==> src/rtl/core/wmv_pkg.sv <==
// Package with the shared types, sizes and codes of the Wilke mixture viscosity block.
`default_nettype none
package wmv_pkg;

    // Component list capacity.
    localparam int MAX_COMPONENTS = 8;
    localparam int CNT_W = $clog2(MAX_COMPONENTS + 1);
    localparam int IDX_W = (MAX_COMPONENTS > 1) ? $clog2(MAX_COMPONENTS) : 1;

    // Field widths of one component and of one result.
    localparam int FRAC_W = 17;
    localparam int MASS_W = 18;
    localparam int VISC_W = 20;

    // Saturation limits of the result fields.
    localparam logic [VISC_W-1:0] VISC_MAX = '1;
    localparam logic [MASS_W-1:0] MASS_MAX = '1;

    // Shared divide / square root unit sizes.
    localparam int DIV_N_W  = 64;
    localparam int DIV_D_W  = 52;
    localparam int SQ_W     = 54;
    localparam int SQ_R_W   = SQ_W / 2;
    localparam int SQ_REM_W = SQ_R_W + 3;
    localparam int STEP_W   = $clog2(DIV_N_W);

    // Datapath widths.
    localparam int MUL_W    = 32;
    localparam int PROD_W   = 2 * MUL_W;
    localparam int PHI_W    = 48;
    localparam int PHI_LO_W = PHI_W / 2;
    localparam int DEN_W    = DIV_D_W;
    localparam int ACC_W    = FRAC_W + VISC_W + 16 + CNT_W;
    localparam int SXM_W    = FRAC_W + MASS_W + CNT_W;
    localparam int SX_W     = FRAC_W + CNT_W;

    typedef enum logic [1:0] {
        ST_OK  = 2'd0,
        ST_BAD = 2'd1,
        ST_OVF = 2'd2
    } t_status;

    typedef enum logic {
        OP_DIV  = 1'b0,
        OP_SQRT = 1'b1
    } t_alu_op;

    typedef struct packed {
        logic [FRAC_W-1:0] fraction;
        logic [MASS_W-1:0] mass;
        logic [VISC_W-1:0] viscosity;
        logic              last;
    } t_in_item;

    typedef struct packed {
        logic [VISC_W-1:0] mix_viscosity;
        logic [MASS_W-1:0] mix_mass;
        t_status           status;
    } t_out_item;

    typedef struct packed {
        logic [FRAC_W-1:0] frac;
        logic [MASS_W-1:0] mass;
        logic [VISC_W-1:0] visc;
    } t_comp;

    typedef struct packed {
        logic                 start;
        t_alu_op              op;
        logic [DIV_N_W-1:0]   a;
        logic [DIV_D_W-1:0]   b;
    } t_alu_cmd;

    typedef struct packed {
        logic               done;
        logic [DIV_N_W-1:0] value;
    } t_alu_res;

endpackage
`default_nettype wire

==> src/rtl/core/wmv_ram.sv <==
// Generic single-write, single-read RAM with registered read data.
`default_nettype none
module wmv_ram #(
    parameter int W = 8,
    parameter int D = 8,
    localparam int AW = (D > 1) ? $clog2(D) : 1
) (
    input  wire logic          i_clk,
    input  wire logic          i_we,
    input  wire logic [AW-1:0] i_waddr,
    input  wire logic [W-1:0]  i_wdata,
    input  wire logic [AW-1:0] i_raddr,
    output logic      [W-1:0]  o_rdata
);

    logic [W-1:0] r_mem [D];

    // Write port and registered read port.
    always_ff @(posedge i_clk) begin
        if (i_we) begin
            r_mem[i_waddr] <= i_wdata;
        end
        o_rdata <= r_mem[i_raddr];
    end

endmodule
`default_nettype wire

==> src/rtl/core/wmv_arith.sv <==
// Shared iterative unit: restoring divider and integer square root, one bit per cycle.
`default_nettype none
module wmv_arith (
    input  wire logic              i_clk,
    input  wire logic              i_rst_n,
    input  wire wmv_pkg::t_alu_cmd i_cmd,
    output wmv_pkg::t_alu_res      o_res
);
    import wmv_pkg::*;

    logic                r_busy;
    logic                r_done;
    t_alu_op             r_op;
    logic [STEP_W-1:0]   r_cnt;
    logic [DIV_N_W-1:0]  r_n;
    logic [DIV_D_W:0]    r_rem;
    logic [DIV_D_W-1:0]  r_div;
    logic [SQ_R_W-1:0]   r_root;

    logic [DIV_D_W:0]    div_t;
    logic                div_ge;
    logic [SQ_REM_W-1:0] sq_t;
    logic [SQ_REM_W-1:0] sq_trial;
    logic                sq_ge;
    logic                last_step;

    // One divide step: shift in the next dividend bit and try a subtract.
    assign div_t  = {r_rem[DIV_D_W-1:0], r_n[DIV_N_W-1]};
    assign div_ge = div_t >= {1'b0, r_div};

    // One square root step: bring down two bits and try (4*root + 1).
    assign sq_t     = {r_rem[SQ_REM_W-3:0], r_n[DIV_N_W-1 -: 2]};
    assign sq_trial = SQ_REM_W'({r_root, 2'b01});
    assign sq_ge    = sq_t >= sq_trial;

    assign last_step = (r_op == OP_DIV) ? (r_cnt == STEP_W'(DIV_N_W - 1))
                                        : (r_cnt == STEP_W'(SQ_R_W - 1));

    // Control: busy while iterating, a one-cycle done when the result is ready.
    always_ff @(posedge i_clk) begin
        if (!i_rst_n) begin
            r_busy <= 1'b0;
            r_done <= 1'b0;
        end else begin
            r_done <= r_busy && last_step && !i_cmd.start;
            if (i_cmd.start) begin
                r_busy <= 1'b1;
            end else if (r_busy && last_step) begin
                r_busy <= 1'b0;
            end
        end
    end

    // Datapath registers.
    always_ff @(posedge i_clk) begin
        if (i_cmd.start) begin
            r_op   <= i_cmd.op;
            r_cnt  <= '0;
            r_rem  <= '0;
            r_root <= '0;
            r_div  <= i_cmd.b;
            if (i_cmd.op == OP_DIV) begin
                r_n <= i_cmd.a;
            end else begin
                r_n <= {i_cmd.a[SQ_W-1:0], {(DIV_N_W - SQ_W){1'b0}}};
            end
        end else if (r_busy) begin
            r_cnt <= r_cnt + 1'b1;
            if (r_op == OP_DIV) begin
                r_rem <= div_ge ? (div_t - {1'b0, r_div}) : div_t;
                r_n   <= {r_n[DIV_N_W-2:0], div_ge};
            end else begin
                r_rem  <= (DIV_D_W + 1)'(sq_ge ? (sq_t - sq_trial) : sq_t);
                r_root <= {r_root[SQ_R_W-2:0], sq_ge};
                r_n    <= {r_n[DIV_N_W-3:0], 2'b00};
            end
        end
    end

    assign o_res.done  = r_done;
    assign o_res.value = (r_op == OP_DIV) ? r_n : DIV_N_W'(r_root);

endmodule
`default_nettype wire

==> src/rtl/core/wilke_mixture_viscosity.sv <==
// Top level of the Wilke mixture viscosity block.
// Components are loaded one per cycle into an 8-entry store; a request with last set
// closes the list. Wilke's rule is then evaluated for every pair (i, j) on one shared
// bit-serial divide / square root unit and one registered 32x32 multiplier. Each pair
// costs four divides, four square roots, one store read and four multiplies; each
// component adds a divide for its own term when its denominator is nonzero, and the
// mean molar mass adds one more divide. Input is not ready while a list is evaluated.
// Status 2 (too many components) wins over status 1 (zero viscosity or molar mass),
// and both give zero values without any evaluation.
`default_nettype none
module wilke_mixture_viscosity (
    input  wire logic              i_clk,
    input  wire logic              i_rst_n,
    input  wire logic              i_valid,
    output logic                   o_ready,
    input  wire wmv_pkg::t_in_item i_data,
    output logic                   o_valid,
    input  wire logic              i_ready,
    output wmv_pkg::t_out_item     o_data
);
    import wmv_pkg::*;

    typedef enum logic [26:0] {
        S_IDLE  = 27'd1 << 0,
        S_RDI   = 27'd1 << 1,
        S_LATI  = 27'd1 << 2,
        S_RDJ   = 27'd1 << 3,
        S_LATJ  = 27'd1 << 4,
        S_W_DS  = 27'd1 << 5,
        S_W_SS  = 27'd1 << 6,
        S_W_DT  = 27'd1 << 7,
        S_W_ST  = 27'd1 << 8,
        S_W_SF  = 27'd1 << 9,
        S_W_DD  = 27'd1 << 10,
        S_W_SD  = 27'd1 << 11,
        S_MSF   = 27'd1 << 12,
        S_MNN   = 27'd1 << 13,
        S_DPH   = 27'd1 << 14,
        S_W_PHI = 27'd1 << 15,
        S_MPL   = 27'd1 << 16,
        S_MPH   = 27'd1 << 17,
        S_ADJ   = 27'd1 << 18,
        S_ENDI  = 27'd1 << 19,
        S_DAC   = 27'd1 << 20,
        S_W_AC  = 27'd1 << 21,
        S_MXM   = 27'd1 << 22,
        S_AXM   = 27'd1 << 23,
        S_FIN   = 27'd1 << 24,
        S_W_MS  = 27'd1 << 25,
        S_DONE  = 27'd1 << 26
    } t_state;

    t_state              r_state, n_state;
    logic [CNT_W-1:0]    r_count;
    logic                r_ovf;
    logic                r_bad;
    logic [CNT_W-1:0]    r_i, r_j;
    logic [FRAC_W-1:0]   r_xi, r_xj;
    logic [MASS_W-1:0]   r_mi, r_mj;
    logic [VISC_W-1:0]   r_vi;
    logic [SQ_R_W-1:0]   r_s, r_f, r_d;
    logic [PHI_W-1:0]    r_phi;
    logic [PROD_W-1:0]   r_prod, r_tmp;
    logic [DEN_W-1:0]    r_den;
    logic [ACC_W-1:0]    r_acc;
    logic [SXM_W-1:0]    r_sxm;
    logic [SX_W-1:0]     r_sx;
    t_out_item           r_res;
    t_out_item           r_out;
    logic                r_ovalid;

    t_alu_cmd            alu_cmd;
    t_alu_res            alu_res;
    t_comp               wr_comp, rd_comp;
    logic                accept, wr_en, in_zero, ovf_now, bad_now;
    logic                mul_en;
    logic [MUL_W-1:0]    mul_a, mul_b;
    logic [MUL_W-1:0]    num;
    logic [PROD_W-1:0]   x_phi;
    logic [VISC_W-1:0]   visc_sat;
    logic [MASS_W-1:0]   mass_sat;
    logic                out_free;

    assign o_ready  = (r_state == S_IDLE);
    assign accept   = i_valid && o_ready;
    assign wr_en    = accept && (r_count < CNT_W'(MAX_COMPONENTS));
    assign in_zero  = (i_data.mass == '0) || (i_data.viscosity == '0);
    assign ovf_now  = r_ovf || (accept && !wr_en);
    assign bad_now  = r_bad || (wr_en && in_zero);
    assign out_free = !r_ovalid || i_ready;

    assign wr_comp.frac = i_data.fraction;
    assign wr_comp.mass = i_data.mass;
    assign wr_comp.visc = i_data.viscosity;

    // Component store.
    wmv_ram #(.W($bits(t_comp)), .D(MAX_COMPONENTS)) u_store (
        .i_clk   (i_clk),
        .i_we    (wr_en),
        .i_waddr (r_count[IDX_W-1:0]),
        .i_wdata (wr_comp),
        .i_raddr ((r_state == S_RDI) ? r_i[IDX_W-1:0] : r_j[IDX_W-1:0]),
        .o_rdata (rd_comp)
    );

    // Shared divide / square root unit.
    wmv_arith u_arith (
        .i_clk   (i_clk),
        .i_rst_n (i_rst_n),
        .i_cmd   (alu_cmd),
        .o_res   (alu_res)
    );

    // Numerator of phi: 1 + s*f in Q16.16.
    assign num   = r_prod[MUL_W+15:16] + MUL_W'(65536);
    // Full x_j * phi from the two partial products.
    assign x_phi = r_tmp + {r_prod[PROD_W-PHI_LO_W-1:0], {PHI_LO_W{1'b0}}};

    assign visc_sat = (|r_acc[ACC_W-1:16+VISC_W]) ? VISC_MAX : r_acc[16 +: VISC_W];
    assign mass_sat = (|alu_res.value[DIV_N_W-1:MASS_W]) ? MASS_MAX
                                                         : alu_res.value[MASS_W-1:0];

    // Sequencer: next state and commands to the shared units.
    always_comb begin
        n_state       = r_state;
        alu_cmd.start = 1'b0;
        alu_cmd.op    = OP_DIV;
        alu_cmd.a     = '0;
        alu_cmd.b     = '0;
        mul_en        = 1'b0;
        mul_a         = '0;
        mul_b         = '0;
        unique case (r_state)
            S_IDLE: begin
                if (accept && i_data.last) begin
                    n_state = (ovf_now || bad_now) ? S_DONE : S_RDI;
                end
            end
            S_RDI:  n_state = S_LATI;
            S_LATI: n_state = S_RDJ;
            S_RDJ:  n_state = S_LATJ;
            S_LATJ: begin
                alu_cmd.start = 1'b1;
                alu_cmd.a     = {12'd0, r_vi, 32'd0};
                alu_cmd.b     = DIV_D_W'(rd_comp.visc);
                n_state       = S_W_DS;
            end
            S_W_DS: begin
                if (alu_res.done) begin
                    alu_cmd.start = 1'b1;
                    alu_cmd.op    = OP_SQRT;
                    alu_cmd.a     = alu_res.value;
                    n_state       = S_W_SS;
                end
            end
            S_W_SS: begin
                if (alu_res.done) begin
                    alu_cmd.start = 1'b1;
                    alu_cmd.a     = {14'd0, r_mj, 32'd0};
                    alu_cmd.b     = DIV_D_W'(r_mi);
                    n_state       = S_W_DT;
                end
            end
            S_W_DT: begin
                if (alu_res.done) begin
                    alu_cmd.start = 1'b1;
                    alu_cmd.op    = OP_SQRT;
                    alu_cmd.a     = alu_res.value;
                    n_state       = S_W_ST;
                end
            end
            S_W_ST: begin
                if (alu_res.done) begin
                    alu_cmd.start = 1'b1;
                    alu_cmd.op    = OP_SQRT;
                    alu_cmd.a     = {alu_res.value[DIV_N_W-17:0], 16'd0};
                    n_state       = S_W_SF;
                end
            end
            S_W_SF: begin
                if (alu_res.done) begin
                    alu_cmd.start = 1'b1;
                    alu_cmd.a     = {14'd0, r_mi, 32'd0};
                    alu_cmd.b     = DIV_D_W'(r_mj);
                    n_state       = S_W_DD;
                end
            end
            S_W_DD: begin
                if (alu_res.done) begin
                    alu_cmd.start = 1'b1;
                    alu_cmd.op    = OP_SQRT;
                    alu_cmd.a     = (alu_res.value + 64'h1_0000_0000) << 3;
                    n_state       = S_W_SD;
                end
            end
            S_W_SD: begin
                if (alu_res.done) begin
                    n_state = S_MSF;
                end
            end
            S_MSF: begin
                mul_en  = 1'b1;
                mul_a   = MUL_W'(r_s);
                mul_b   = MUL_W'(r_f);
                n_state = S_MNN;
            end
            S_MNN: begin
                mul_en  = 1'b1;
                mul_a   = num;
                mul_b   = num;
                n_state = S_DPH;
            end
            S_DPH: begin
                alu_cmd.start = 1'b1;
                alu_cmd.a     = r_prod;
                alu_cmd.b     = DIV_D_W'(r_d);
                n_state       = S_W_PHI;
            end
            S_W_PHI: begin
                if (alu_res.done) begin
                    n_state = S_MPL;
                end
            end
            S_MPL: begin
                mul_en  = 1'b1;
                mul_a   = MUL_W'(r_xj);
                mul_b   = MUL_W'(r_phi[PHI_LO_W-1:0]);
                n_state = S_MPH;
            end
            S_MPH: begin
                mul_en  = 1'b1;
                mul_a   = MUL_W'(r_xj);
                mul_b   = MUL_W'(r_phi[PHI_W-1:PHI_LO_W]);
                n_state = S_ADJ;
            end
            S_ADJ: begin
                n_state = (r_j + 1'b1 == r_count) ? S_ENDI : S_RDJ;
            end
            S_ENDI: begin
                if (r_den != '0) begin
                    mul_en  = 1'b1;
                    mul_a   = MUL_W'(r_xi);
                    mul_b   = MUL_W'(r_vi);
                    n_state = S_DAC;
                end else begin
                    n_state = S_MXM;
                end
            end
            S_DAC: begin
                alu_cmd.start = 1'b1;
                alu_cmd.a     = {r_prod[DIV_N_W-17:0], 16'd0};
                alu_cmd.b     = r_den;
                n_state       = S_W_AC;
            end
            S_W_AC: begin
                if (alu_res.done) begin
                    n_state = S_MXM;
                end
            end
            S_MXM: begin
                mul_en  = 1'b1;
                mul_a   = MUL_W'(r_xi);
                mul_b   = MUL_W'(r_mi);
                n_state = S_AXM;
            end
            S_AXM: begin
                n_state = (r_i + 1'b1 == r_count) ? S_FIN : S_RDI;
            end
            S_FIN: begin
                if (r_sx != '0) begin
                    alu_cmd.start = 1'b1;
                    alu_cmd.a     = DIV_N_W'(r_sxm);
                    alu_cmd.b     = DIV_D_W'(r_sx);
                    n_state       = S_W_MS;
                end else begin
                    n_state = S_DONE;
                end
            end
            S_W_MS: begin
                if (alu_res.done) begin
                    n_state = S_DONE;
                end
            end
            S_DONE: begin
                if (out_free) begin
                    n_state = S_IDLE;
                end
            end
            default: n_state = S_IDLE;
        endcase
    end

    // Control registers.
    always_ff @(posedge i_clk) begin
        if (!i_rst_n) begin
            r_state  <= S_IDLE;
            r_count  <= '0;
            r_ovf    <= 1'b0;
            r_bad    <= 1'b0;
            r_ovalid <= 1'b0;
        end else begin
            r_state <= n_state;
            if (r_state == S_DONE && out_free) begin
                r_ovalid <= 1'b1;
            end else if (r_ovalid && i_ready) begin
                r_ovalid <= 1'b0;
            end
            if (accept) begin
                if (i_data.last && (ovf_now || bad_now)) begin
                    r_count <= '0;
                    r_ovf   <= 1'b0;
                    r_bad   <= 1'b0;
                end else begin
                    if (wr_en) begin
                        r_count <= r_count + 1'b1;
                    end
                    r_ovf <= ovf_now;
                    r_bad <= bad_now;
                end
            end else if (r_state == S_FIN) begin
                r_count <= '0;
                r_bad   <= 1'b0;
            end
        end
    end

    // Datapath registers.
    always_ff @(posedge i_clk) begin
        if (mul_en) begin
            r_prod <= PROD_W'(mul_a) * PROD_W'(mul_b);
        end
        case (r_state)
            S_IDLE: begin
                r_i   <= '0;
                r_acc <= '0;
                r_sxm <= '0;
                r_sx  <= '0;
                if (ovf_now) begin
                    r_res <= '{mix_viscosity: '0, mix_mass: '0, status: ST_OVF};
                end else begin
                    r_res <= '{mix_viscosity: '0, mix_mass: '0, status: ST_BAD};
                end
            end
            S_LATI: begin
                r_xi  <= rd_comp.frac;
                r_mi  <= rd_comp.mass;
                r_vi  <= rd_comp.visc;
                r_j   <= '0;
                r_den <= '0;
            end
            S_LATJ: begin
                r_xj <= rd_comp.frac;
                r_mj <= rd_comp.mass;
            end
            S_W_SS: if (alu_res.done) r_s <= alu_res.value[SQ_R_W-1:0];
            S_W_SF: if (alu_res.done) r_f <= alu_res.value[SQ_R_W-1:0];
            S_W_SD: if (alu_res.done) r_d <= alu_res.value[SQ_R_W-1:0];
            S_W_PHI: if (alu_res.done) r_phi <= alu_res.value[PHI_W-1:0];
            S_MPH: r_tmp <= r_prod;
            S_ADJ: begin
                r_den <= r_den + DEN_W'(x_phi >> 16);
                r_j   <= r_j + 1'b1;
            end
            S_W_AC: if (alu_res.done) r_acc <= r_acc + ACC_W'(alu_res.value);
            S_MXM: r_sx <= r_sx + SX_W'(r_xi);
            S_AXM: begin
                r_sxm <= r_sxm + SXM_W'(r_prod);
                r_i   <= r_i + 1'b1;
            end
            S_FIN: begin
                r_res <= '{mix_viscosity: visc_sat, mix_mass: '0, status: ST_OK};
            end
            S_W_MS: if (alu_res.done) r_res.mix_mass <= mass_sat;
            S_DONE: if (out_free) r_out <= r_res;
            default: ;
        endcase
    end

    assign o_valid = r_ovalid;
    assign o_data  = r_out;

endmodule
`default_nettype wire

==> config.mk <==
export PLATFORM = sky130hd
export DESIGN_NAME = wilke_mixture_viscosity
export DESIGN_NICKNAME = d
export VERILOG_FILES = /design/src/rtl/core/wmv_pkg.sv /design/src/rtl/core/wmv_ram.sv /design/src/rtl/core/wmv_arith.sv /design/src/rtl/core/wilke_mixture_viscosity.sv
export SDC_FILE = /design/constraint.sdc
export NUM_CORES = 2
export LEC_CHECK = 0
export BUFFER_PORTS_ARGS = -buffer_cell sky130_fd_sc_hd__buf_2
export CORE_MARGIN = 1.5
export CORE_UTILIZATION = 43
export DETAILED_ROUTE_END_ITERATION = 12
export HOLD_SLACK_MARGIN = 0.02
export PLACE_DENSITY_LB_ADDON = 0.3
export SLEW_MARGIN = 20
export SYNTH_ARGS = -nofsm -noshare
export SYNTH_HDL_FRONTEND = slang
export SYNTH_SLANG_ARGS = --single-unit
==> constraint.sdc <==
create_clock -name i_clk -period 11.31 [get_ports i_clk]
set_input_delay 0.5655 -clock i_clk [delete_from_list [all_inputs] [get_ports i_clk]]
set_output_delay 0.5655 -clock i_clk [all_outputs]
set_load 0.01 [all_outputs]
* After elaboration in Yosys (flattened, before gate mapping)
Memories as Yosys holds them, arrays and structs flattened. A register that Yosys moved wholly into a read port is not among the register bits. Index checks and enable logic that the tools add are counted.
Storage, ports and cells: register bits 842, memory bits (writable) 440, bits of input ports 60, output and inout bits 42, logic and storage cells 221, memories 1
Operators by class: add/sub/neg operators 13, $mul 1, magnitude comparators 3, eq/ne operators 44, muxes and demuxes 74, reduce and logical (&&, ||, !) cells 49
Memory list:
- u_store.r_mem | words 8, bits a word 55, rd ports 1, clocked after Yosys merged registers in 1, write ports 1, line wmv_ram.sv:16 | logic [W-1:0] r_mem [D];
Operators with widths (number):
- 27-bit case mux with 27 select lines | 1
- 64-bit case mux with 9 select lines | 1
- 27-bit 2-to-1 mux | 14
- 64-bit 2-to-1 mux | 5
- 52-bit case mux with 6 select lines | 1
- 102-bit 2-to-1 mux | 2
- 66-bit 2-to-1 mux | 3
- 32-bit case mux with 6 select lines | 1
- 32-bit case mux with 5 select lines | 1
- 52-bit 2-to-1 mux | 3
- 57-bit case mux with 2 select lines | 1
- 52-bit case mux with 2 select lines | 1
- 91-bit 2-to-1 mux | 1
- 39-bit case mux with 2 select lines | 1
- 64-bit adder | 1
- 32-bit by 32-bit multiplier with 64-bit output | 1
- 61-bit by 33-bit adder with 61-bit output, second input constant | 1
- 20-bit 2-to-1 mux | 3
- 57-bit adder | 1
- 57-bit 2-to-1 mux | 1
- 18-bit case mux with 3 select lines | 1
- 53-bit by 52-bit greater-or-equal comparator with 1-bit output | 1
- 52-bit by 48-bit adder with 52-bit output | 1
- 52-bit nonzero test | 1
- other kinds (72) | 136

* Longest topological paths before layout
depth after elaboration 10, depth in mapped cells 41, gate-level depth less buffers 36

* Modules after synthesis
From an unflattened synthesis, not the netlist that was laid out.
Unflattened totals: cell total of the unflattened synthesis 9509, area, all modules 101269.6 um2
Modules (own cells, without submodules):
- wilke_mixture_viscosity | times used 1, cells an instance 7130, area an instance 68979.9 um2, sequential area each 18337.6 um2
- wmv_ram | times used 1, cells an instance 703, area an instance 17663.2 um2, sequential area each 14313.7 um2
- wmv_arith | times used 1, cells an instance 1676, area an instance 14626.5 um2, sequential area each 5255.0 um2

* Worst setup path before layout
No wires, ideal clock.
kind reg-to-reg, start point register r_state[21], end point register r_prod[57] (data pin), setup time 0.260 ns, arrival time 9.684 ns, data required time 11.050 ns, path slack 1.366 ns, cell stages (with the launch flop) 35, path buffers 4, clock period less this slack 9.944 ns, path through dfxtp_1 clkbuf_1 nor3_1 nand4_1 nor3_1 nand2_1 nor2_1 buf_2 a222oi_1 nand2_1 buf_2 nand2_1 fa_1 inv_1 fa_1 inv_1 fa_1 fa_1 fa_1 inv_1 fa_1 fa_1 fa_1 ha_1 clkbuf_1 a21oi_1 o21ai_0 a41oi_1 o31ai_1 o21ai_1 o31ai_2 a31oi_1 or2_1 o21ai_0 xnor2_1
On the way: cells in the longest elaborated chain, start to end 4, elaborated cells on any way between the ends 10, classes of those cells 1 x mul; 6 x eq/ne; 2 x mux; 1 x reduce/logical
Ends and longest elaborated chain:
- start: declaration | line wilke_mixture_viscosity.sv:53 | t_state r_state, n_state;
- start signal: assignment | line wilke_mixture_viscosity.sv:302 | r_state <= n_state;
- 27-bit by 18-bit equality test with 1-bit output / 27-bit by 17-bit equality test with 1-bit output (equally long branches) | line wilke_mixture_viscosity.sv:133 | unique case (r_state)
- 2-bit OR reduction (no line)
- 32-bit case mux with 5 select lines | line wilke_mixture_viscosity.sv:133
- 32-bit by 32-bit multiplier with 64-bit output * | line wilke_mixture_viscosity.sv:330 | r_prod <= PROD_W'(mul_a) * PROD_W'(mul_b);
- end signal: assignment | line wilke_mixture_viscosity.sv:330
- end: declaration | line wilke_mixture_viscosity.sv:63 | logic [PROD_W-1:0] r_prod, r_tmp;
Mark *: on every way between the ends. The rest lies on a longest branch, timed or not. A chain may end at the register's enable or synchronous reset.

* Worst setup path after layout
start point register r_den[30], end point register r_prod[56] (data pin)
On the way: cells in the longest elaborated chain, start to end 4, elaborated cells on any way between the ends 6, classes of those cells 1 x mul; 4 x mux; 1 x reduce/logical
Ends and longest elaborated chain:
- start: declaration | line wilke_mixture_viscosity.sv:64 | logic [DEN_W-1:0] r_den;
- start signal: assignment | line wilke_mixture_viscosity.sv:361 | r_den <= r_den + DEN_W'(x_phi >> 16);
- 52-bit nonzero test * | line wilke_mixture_viscosity.sv:240 | if (r_den != '0) begin
- 20-bit 2-to-1 mux / 17-bit 2-to-1 mux (equally long branches) | line wilke_mixture_viscosity.sv:240
- 32-bit case mux with 6 select lines / 32-bit case mux with 5 select lines (equally long branches) | line wilke_mixture_viscosity.sv:133
- 32-bit by 32-bit multiplier with 64-bit output * | line wilke_mixture_viscosity.sv:330
Marks and branches as above.

==> results.md <==
- Worst skew pair latency: 0.85 ns
- Post-synth top area share: 0.343
- Root buf cell: clkbuf_16
- Ys Warns: 0
- Setup crit end kind: register
- Post-DR wirelength/cell: 28.0 um
- CP max FO: 29
- Hold depth: 1
- Max Fclk: 0.0916 GHz
- Number of flops mapped to enable cells by yosys: 1,145
- Critical path class: reg2reg
- R2r setup slk: 0.39 ns
- Clock Sinks: 1,321
- Total grt overflow: 0
- Detail Placement HPWL: 269,000 um
- First-pass GRT wire length: 520,000 um
- I/O Pins: 102
- Average instance area after synthesis: 10.6 um^2
- CTS tree: built
- Rel. slew slack: 0.154
- Cell taking the most area after synthesis: edfxtp_1
- Initial antenna violation count: 45
- Worst Clk Skew: 0.0742 ns
- Sequential fraction of the synthesis area: 0.378
- Netlist cell types: 102
- R2R Path End: r_prod[56]$_DFFE_PP_
- Most used DFF post-synth: edfxtp_1
- Area of the core: 232,000 um^2
- H-tree Lvls: 4
- Worst setup SP type: register
- Die ar.: 236,000 um^2
- Critical Path Slowest Stage Cell: a222oi_1
- Initial cell density of the core: 0.432
- DRC viols: 0
- Pre-CTS setup slack: 0.362 ns
- Status: finished, final reports clean
- Pwr dens: 120 nW/um^2
- Most numerous cell on the critical path: fa_1
- Mapped Area: 100,000 um^2
- Largest net degree at the start of global routing: 158
- Pins over their slew limit: 0
- TNS Setup: 0 ns
- Hold_sp: i_data[19]
- Fin area: 110,000 um^2
- Hold WC Path Type: in2reg
- Die Wd: 486 um
- Met1 GRT Util: 0.407
- Final GP Congestion: 1.03
- Post-synth ARST share: 0
- Reg2reg start: r_den[30]$_SDFFCE_PN0P_
- Design Power: 13,200 uW
- Unrepaired setup endpoints after global routing: no
- Inserted Clock Buffers: 138
- Via count: 77.4k
- Routed Antenna Nets: 0
- M3 GR Usage: 0.0813
- Most common cell in the synthesized netlist: inv_1
- Via density: 6.06
- Initial DRT Pass Iterations: 12
- Gr usage total: 0.300
- Hold_ws: 0.0600 ns
- Top post-synthesis cells by area: edfxtp_1 34%, fa_1 18%, ha_1 6.8%
- Initial drt markers: 9,831
- Worst path max stage delay: 0.66 ns
- CTS max path bufs: 3
- Period Utilization, post-route: 0.965
- Leakage power: 0.0450 uW
- Yosys reg bits: 1,321
- Die Ht: 486 um
- Hold Path End: u_store.r_mem[0][18]$_DFFE_PP_
- Critical Path AT: 11.51 ns
- Final setup fails: 0
- Syn_nets: 11.0k
- Final worst slack: 0.394 ns
- Peak supply drop: 0.162 mV
- Clock Pin Slew Worst Setup and Hold Paths: 0.07 ns
- Final hold vios: 0
- Req. time, crit path: 11.91 ns
- Most used routing layer in global routing: met2
- Vias in the first global route: 76.4k
- Post-synth top cells: 1,238 x inv_1, 1,145 x edfxtp_1, 925 x nor2_1
- Maxcap violations: 0
- Syn Inst Count: 9,505
- GR met2 Demand/Resource: 0.451
- Crit path from: r_den[30]$_SDFFCE_PN0P_
- Worst r2r path cells: 35
- Crit path time final: 10.92 ns
- Placed cell area: 105,000 um^2
- Final nets: 11.1k
- Share of layout cells above drive strength 1: 0.0936
- Site Rows: 177
- Slew @ Worst Pin: 1.26 ns
- Syn-to-layout area delta: 10.0%
- Port Buffer Count: 101
- Drt total wl: 358,000 um
through the flow:
step                      utilization  std cells
after floorplan                     -       9505
after global placement          0.453      12400
after detailed placement        0.453      12400
after CTS                       0.475      12700
after global routing            0.475      12700
final                           0.475      12800
cell families (layout without fill, tap and decap cells):
| kind of cell | count (synthesis) | after routing | synth area share |
|---|---|---|---|
| simple gates | 2667 | 2667 | 0.121 |
| compound gates | 1783 | 1783 | 0.120 |
| buf+inv | 1726 | 1920 | 0.0675 |
| fa+ha+maj | 1451 | 1451 | 0.248 |
| flops | 1321 | 1321 | 0.378 |
| xor+xnor | 361 | 361 | 0.0315 |
| mux | 196 | 196 | 0.0340 |
| other cells | 0 | 22 | 0 |
layer usage:
metal / up-vias / routed length, um
li1: 33100 / -
met1: 39000 / 144000
met2: 4294 / 155000
met3: 998 / 40500
met4: 30 / 19000
met5: - / 203
flip-flops by register name (all words and copies together) (netlist names), 18 cells and up:
| name | cells |
|---|---|
| o_data | 40 |
| r_acc | 57 |
| r_d | 27 |
| r_den | 52 |
| r_f | 27 |
| r_mi | 18 |
| r_mj | 18 |
| r_phi | 48 |
| r_prod | 64 |
| r_res | 40 |
| r_s | 27 |
| r_state | 27 |
| r_sx | 21 |
| r_sxm | 39 |
| r_tmp | 48 |
| r_vi | 20 |
| u_arith.r_div | 52 |
| u_arith.r_n | 64 |
| u_arith.r_rem | 52 |
| u_arith.r_root | 27 |
| u_store.o_rdata | 55 |
| u_store.r_mem | 440 |
critical path, delay by kind of cell (launching register included):
kind	cells	cell delay, ns
xor gates and xnor gates	1	0.09
AOI/OAI and AO/OA	10	2.71
DFF	1	0.50
and+or+nand+nor	6	1.68
buffers and inverters	9	1.20
adders and majority gates	9	4.47
area by class of cell:
cell class / instances / area [um^2]
Antenna cell: 22 / 55.1
Timing Repair Buffer: 421 / 3160
Multi-Input combinational cell: 6458 / 56100
Inverter: 1243 / 4670
Clock buffer: 169 / 3660
Clock inverter: 87 / 1060
Sequential cell: 1321 / 37900
Tap cell: 3043 / 3810
Fill cell: 21100 / 122000
worst max-delay path by stage:
stage / to / slack [ns]
after global placement: r_prod[56]$_DFFE_PP_ / 0.46
after detailed placement: r_prod[56]$_DFFE_PP_ / 0.36
after global routing: r_prod[59]$_DFFE_PP_ / 0.07
after CTS: r_prod[56]$_DFFE_PP_ / 0.33
after floorplan: r_prod[57]$_DFFE_PP_ / 1.37
final: r_prod[56]$_DFFE_PP_ / 0.39
placed cells by master (no fill, tap or decap), types with 55 or more instances in the layout:
cell type and n:
a211oi_1 64, a21o_1 209, a21oi_1 519, a222oi_1 101, a31oi_1 70, and2_1 86
buf_2 103, buf_4 269, clkbuf_16 139, dfxtp_1 175, edfxtp_1 1145, fa_1 902
ha_1 549, inv_1 1237, mux2_2 60, mux4_2 110, nand2_1 908, nand2b_1 62
nand3_1 134, nand4_1 93, nor2_1 908, nor2b_1 96, nor3_1 90, o211ai_1 57
o21ai_0 252, o21bai_1 55, xnor2_1 221, xor2_1 140
timing repair:
action	in CTS	in global routing
endpoints found under the hold margin	248	0
resized for setup	0	1
endpoints found under the setup margin	0	11
hold buffers	34	0
setup buffers	0	5
report_power, final:
group / switching, uW / internal [uW]
Combinational: 1430 / 896
Clock: 2130 / 2620
Sequential: 321 / 5820
Power figures use the tool's default switching activity.
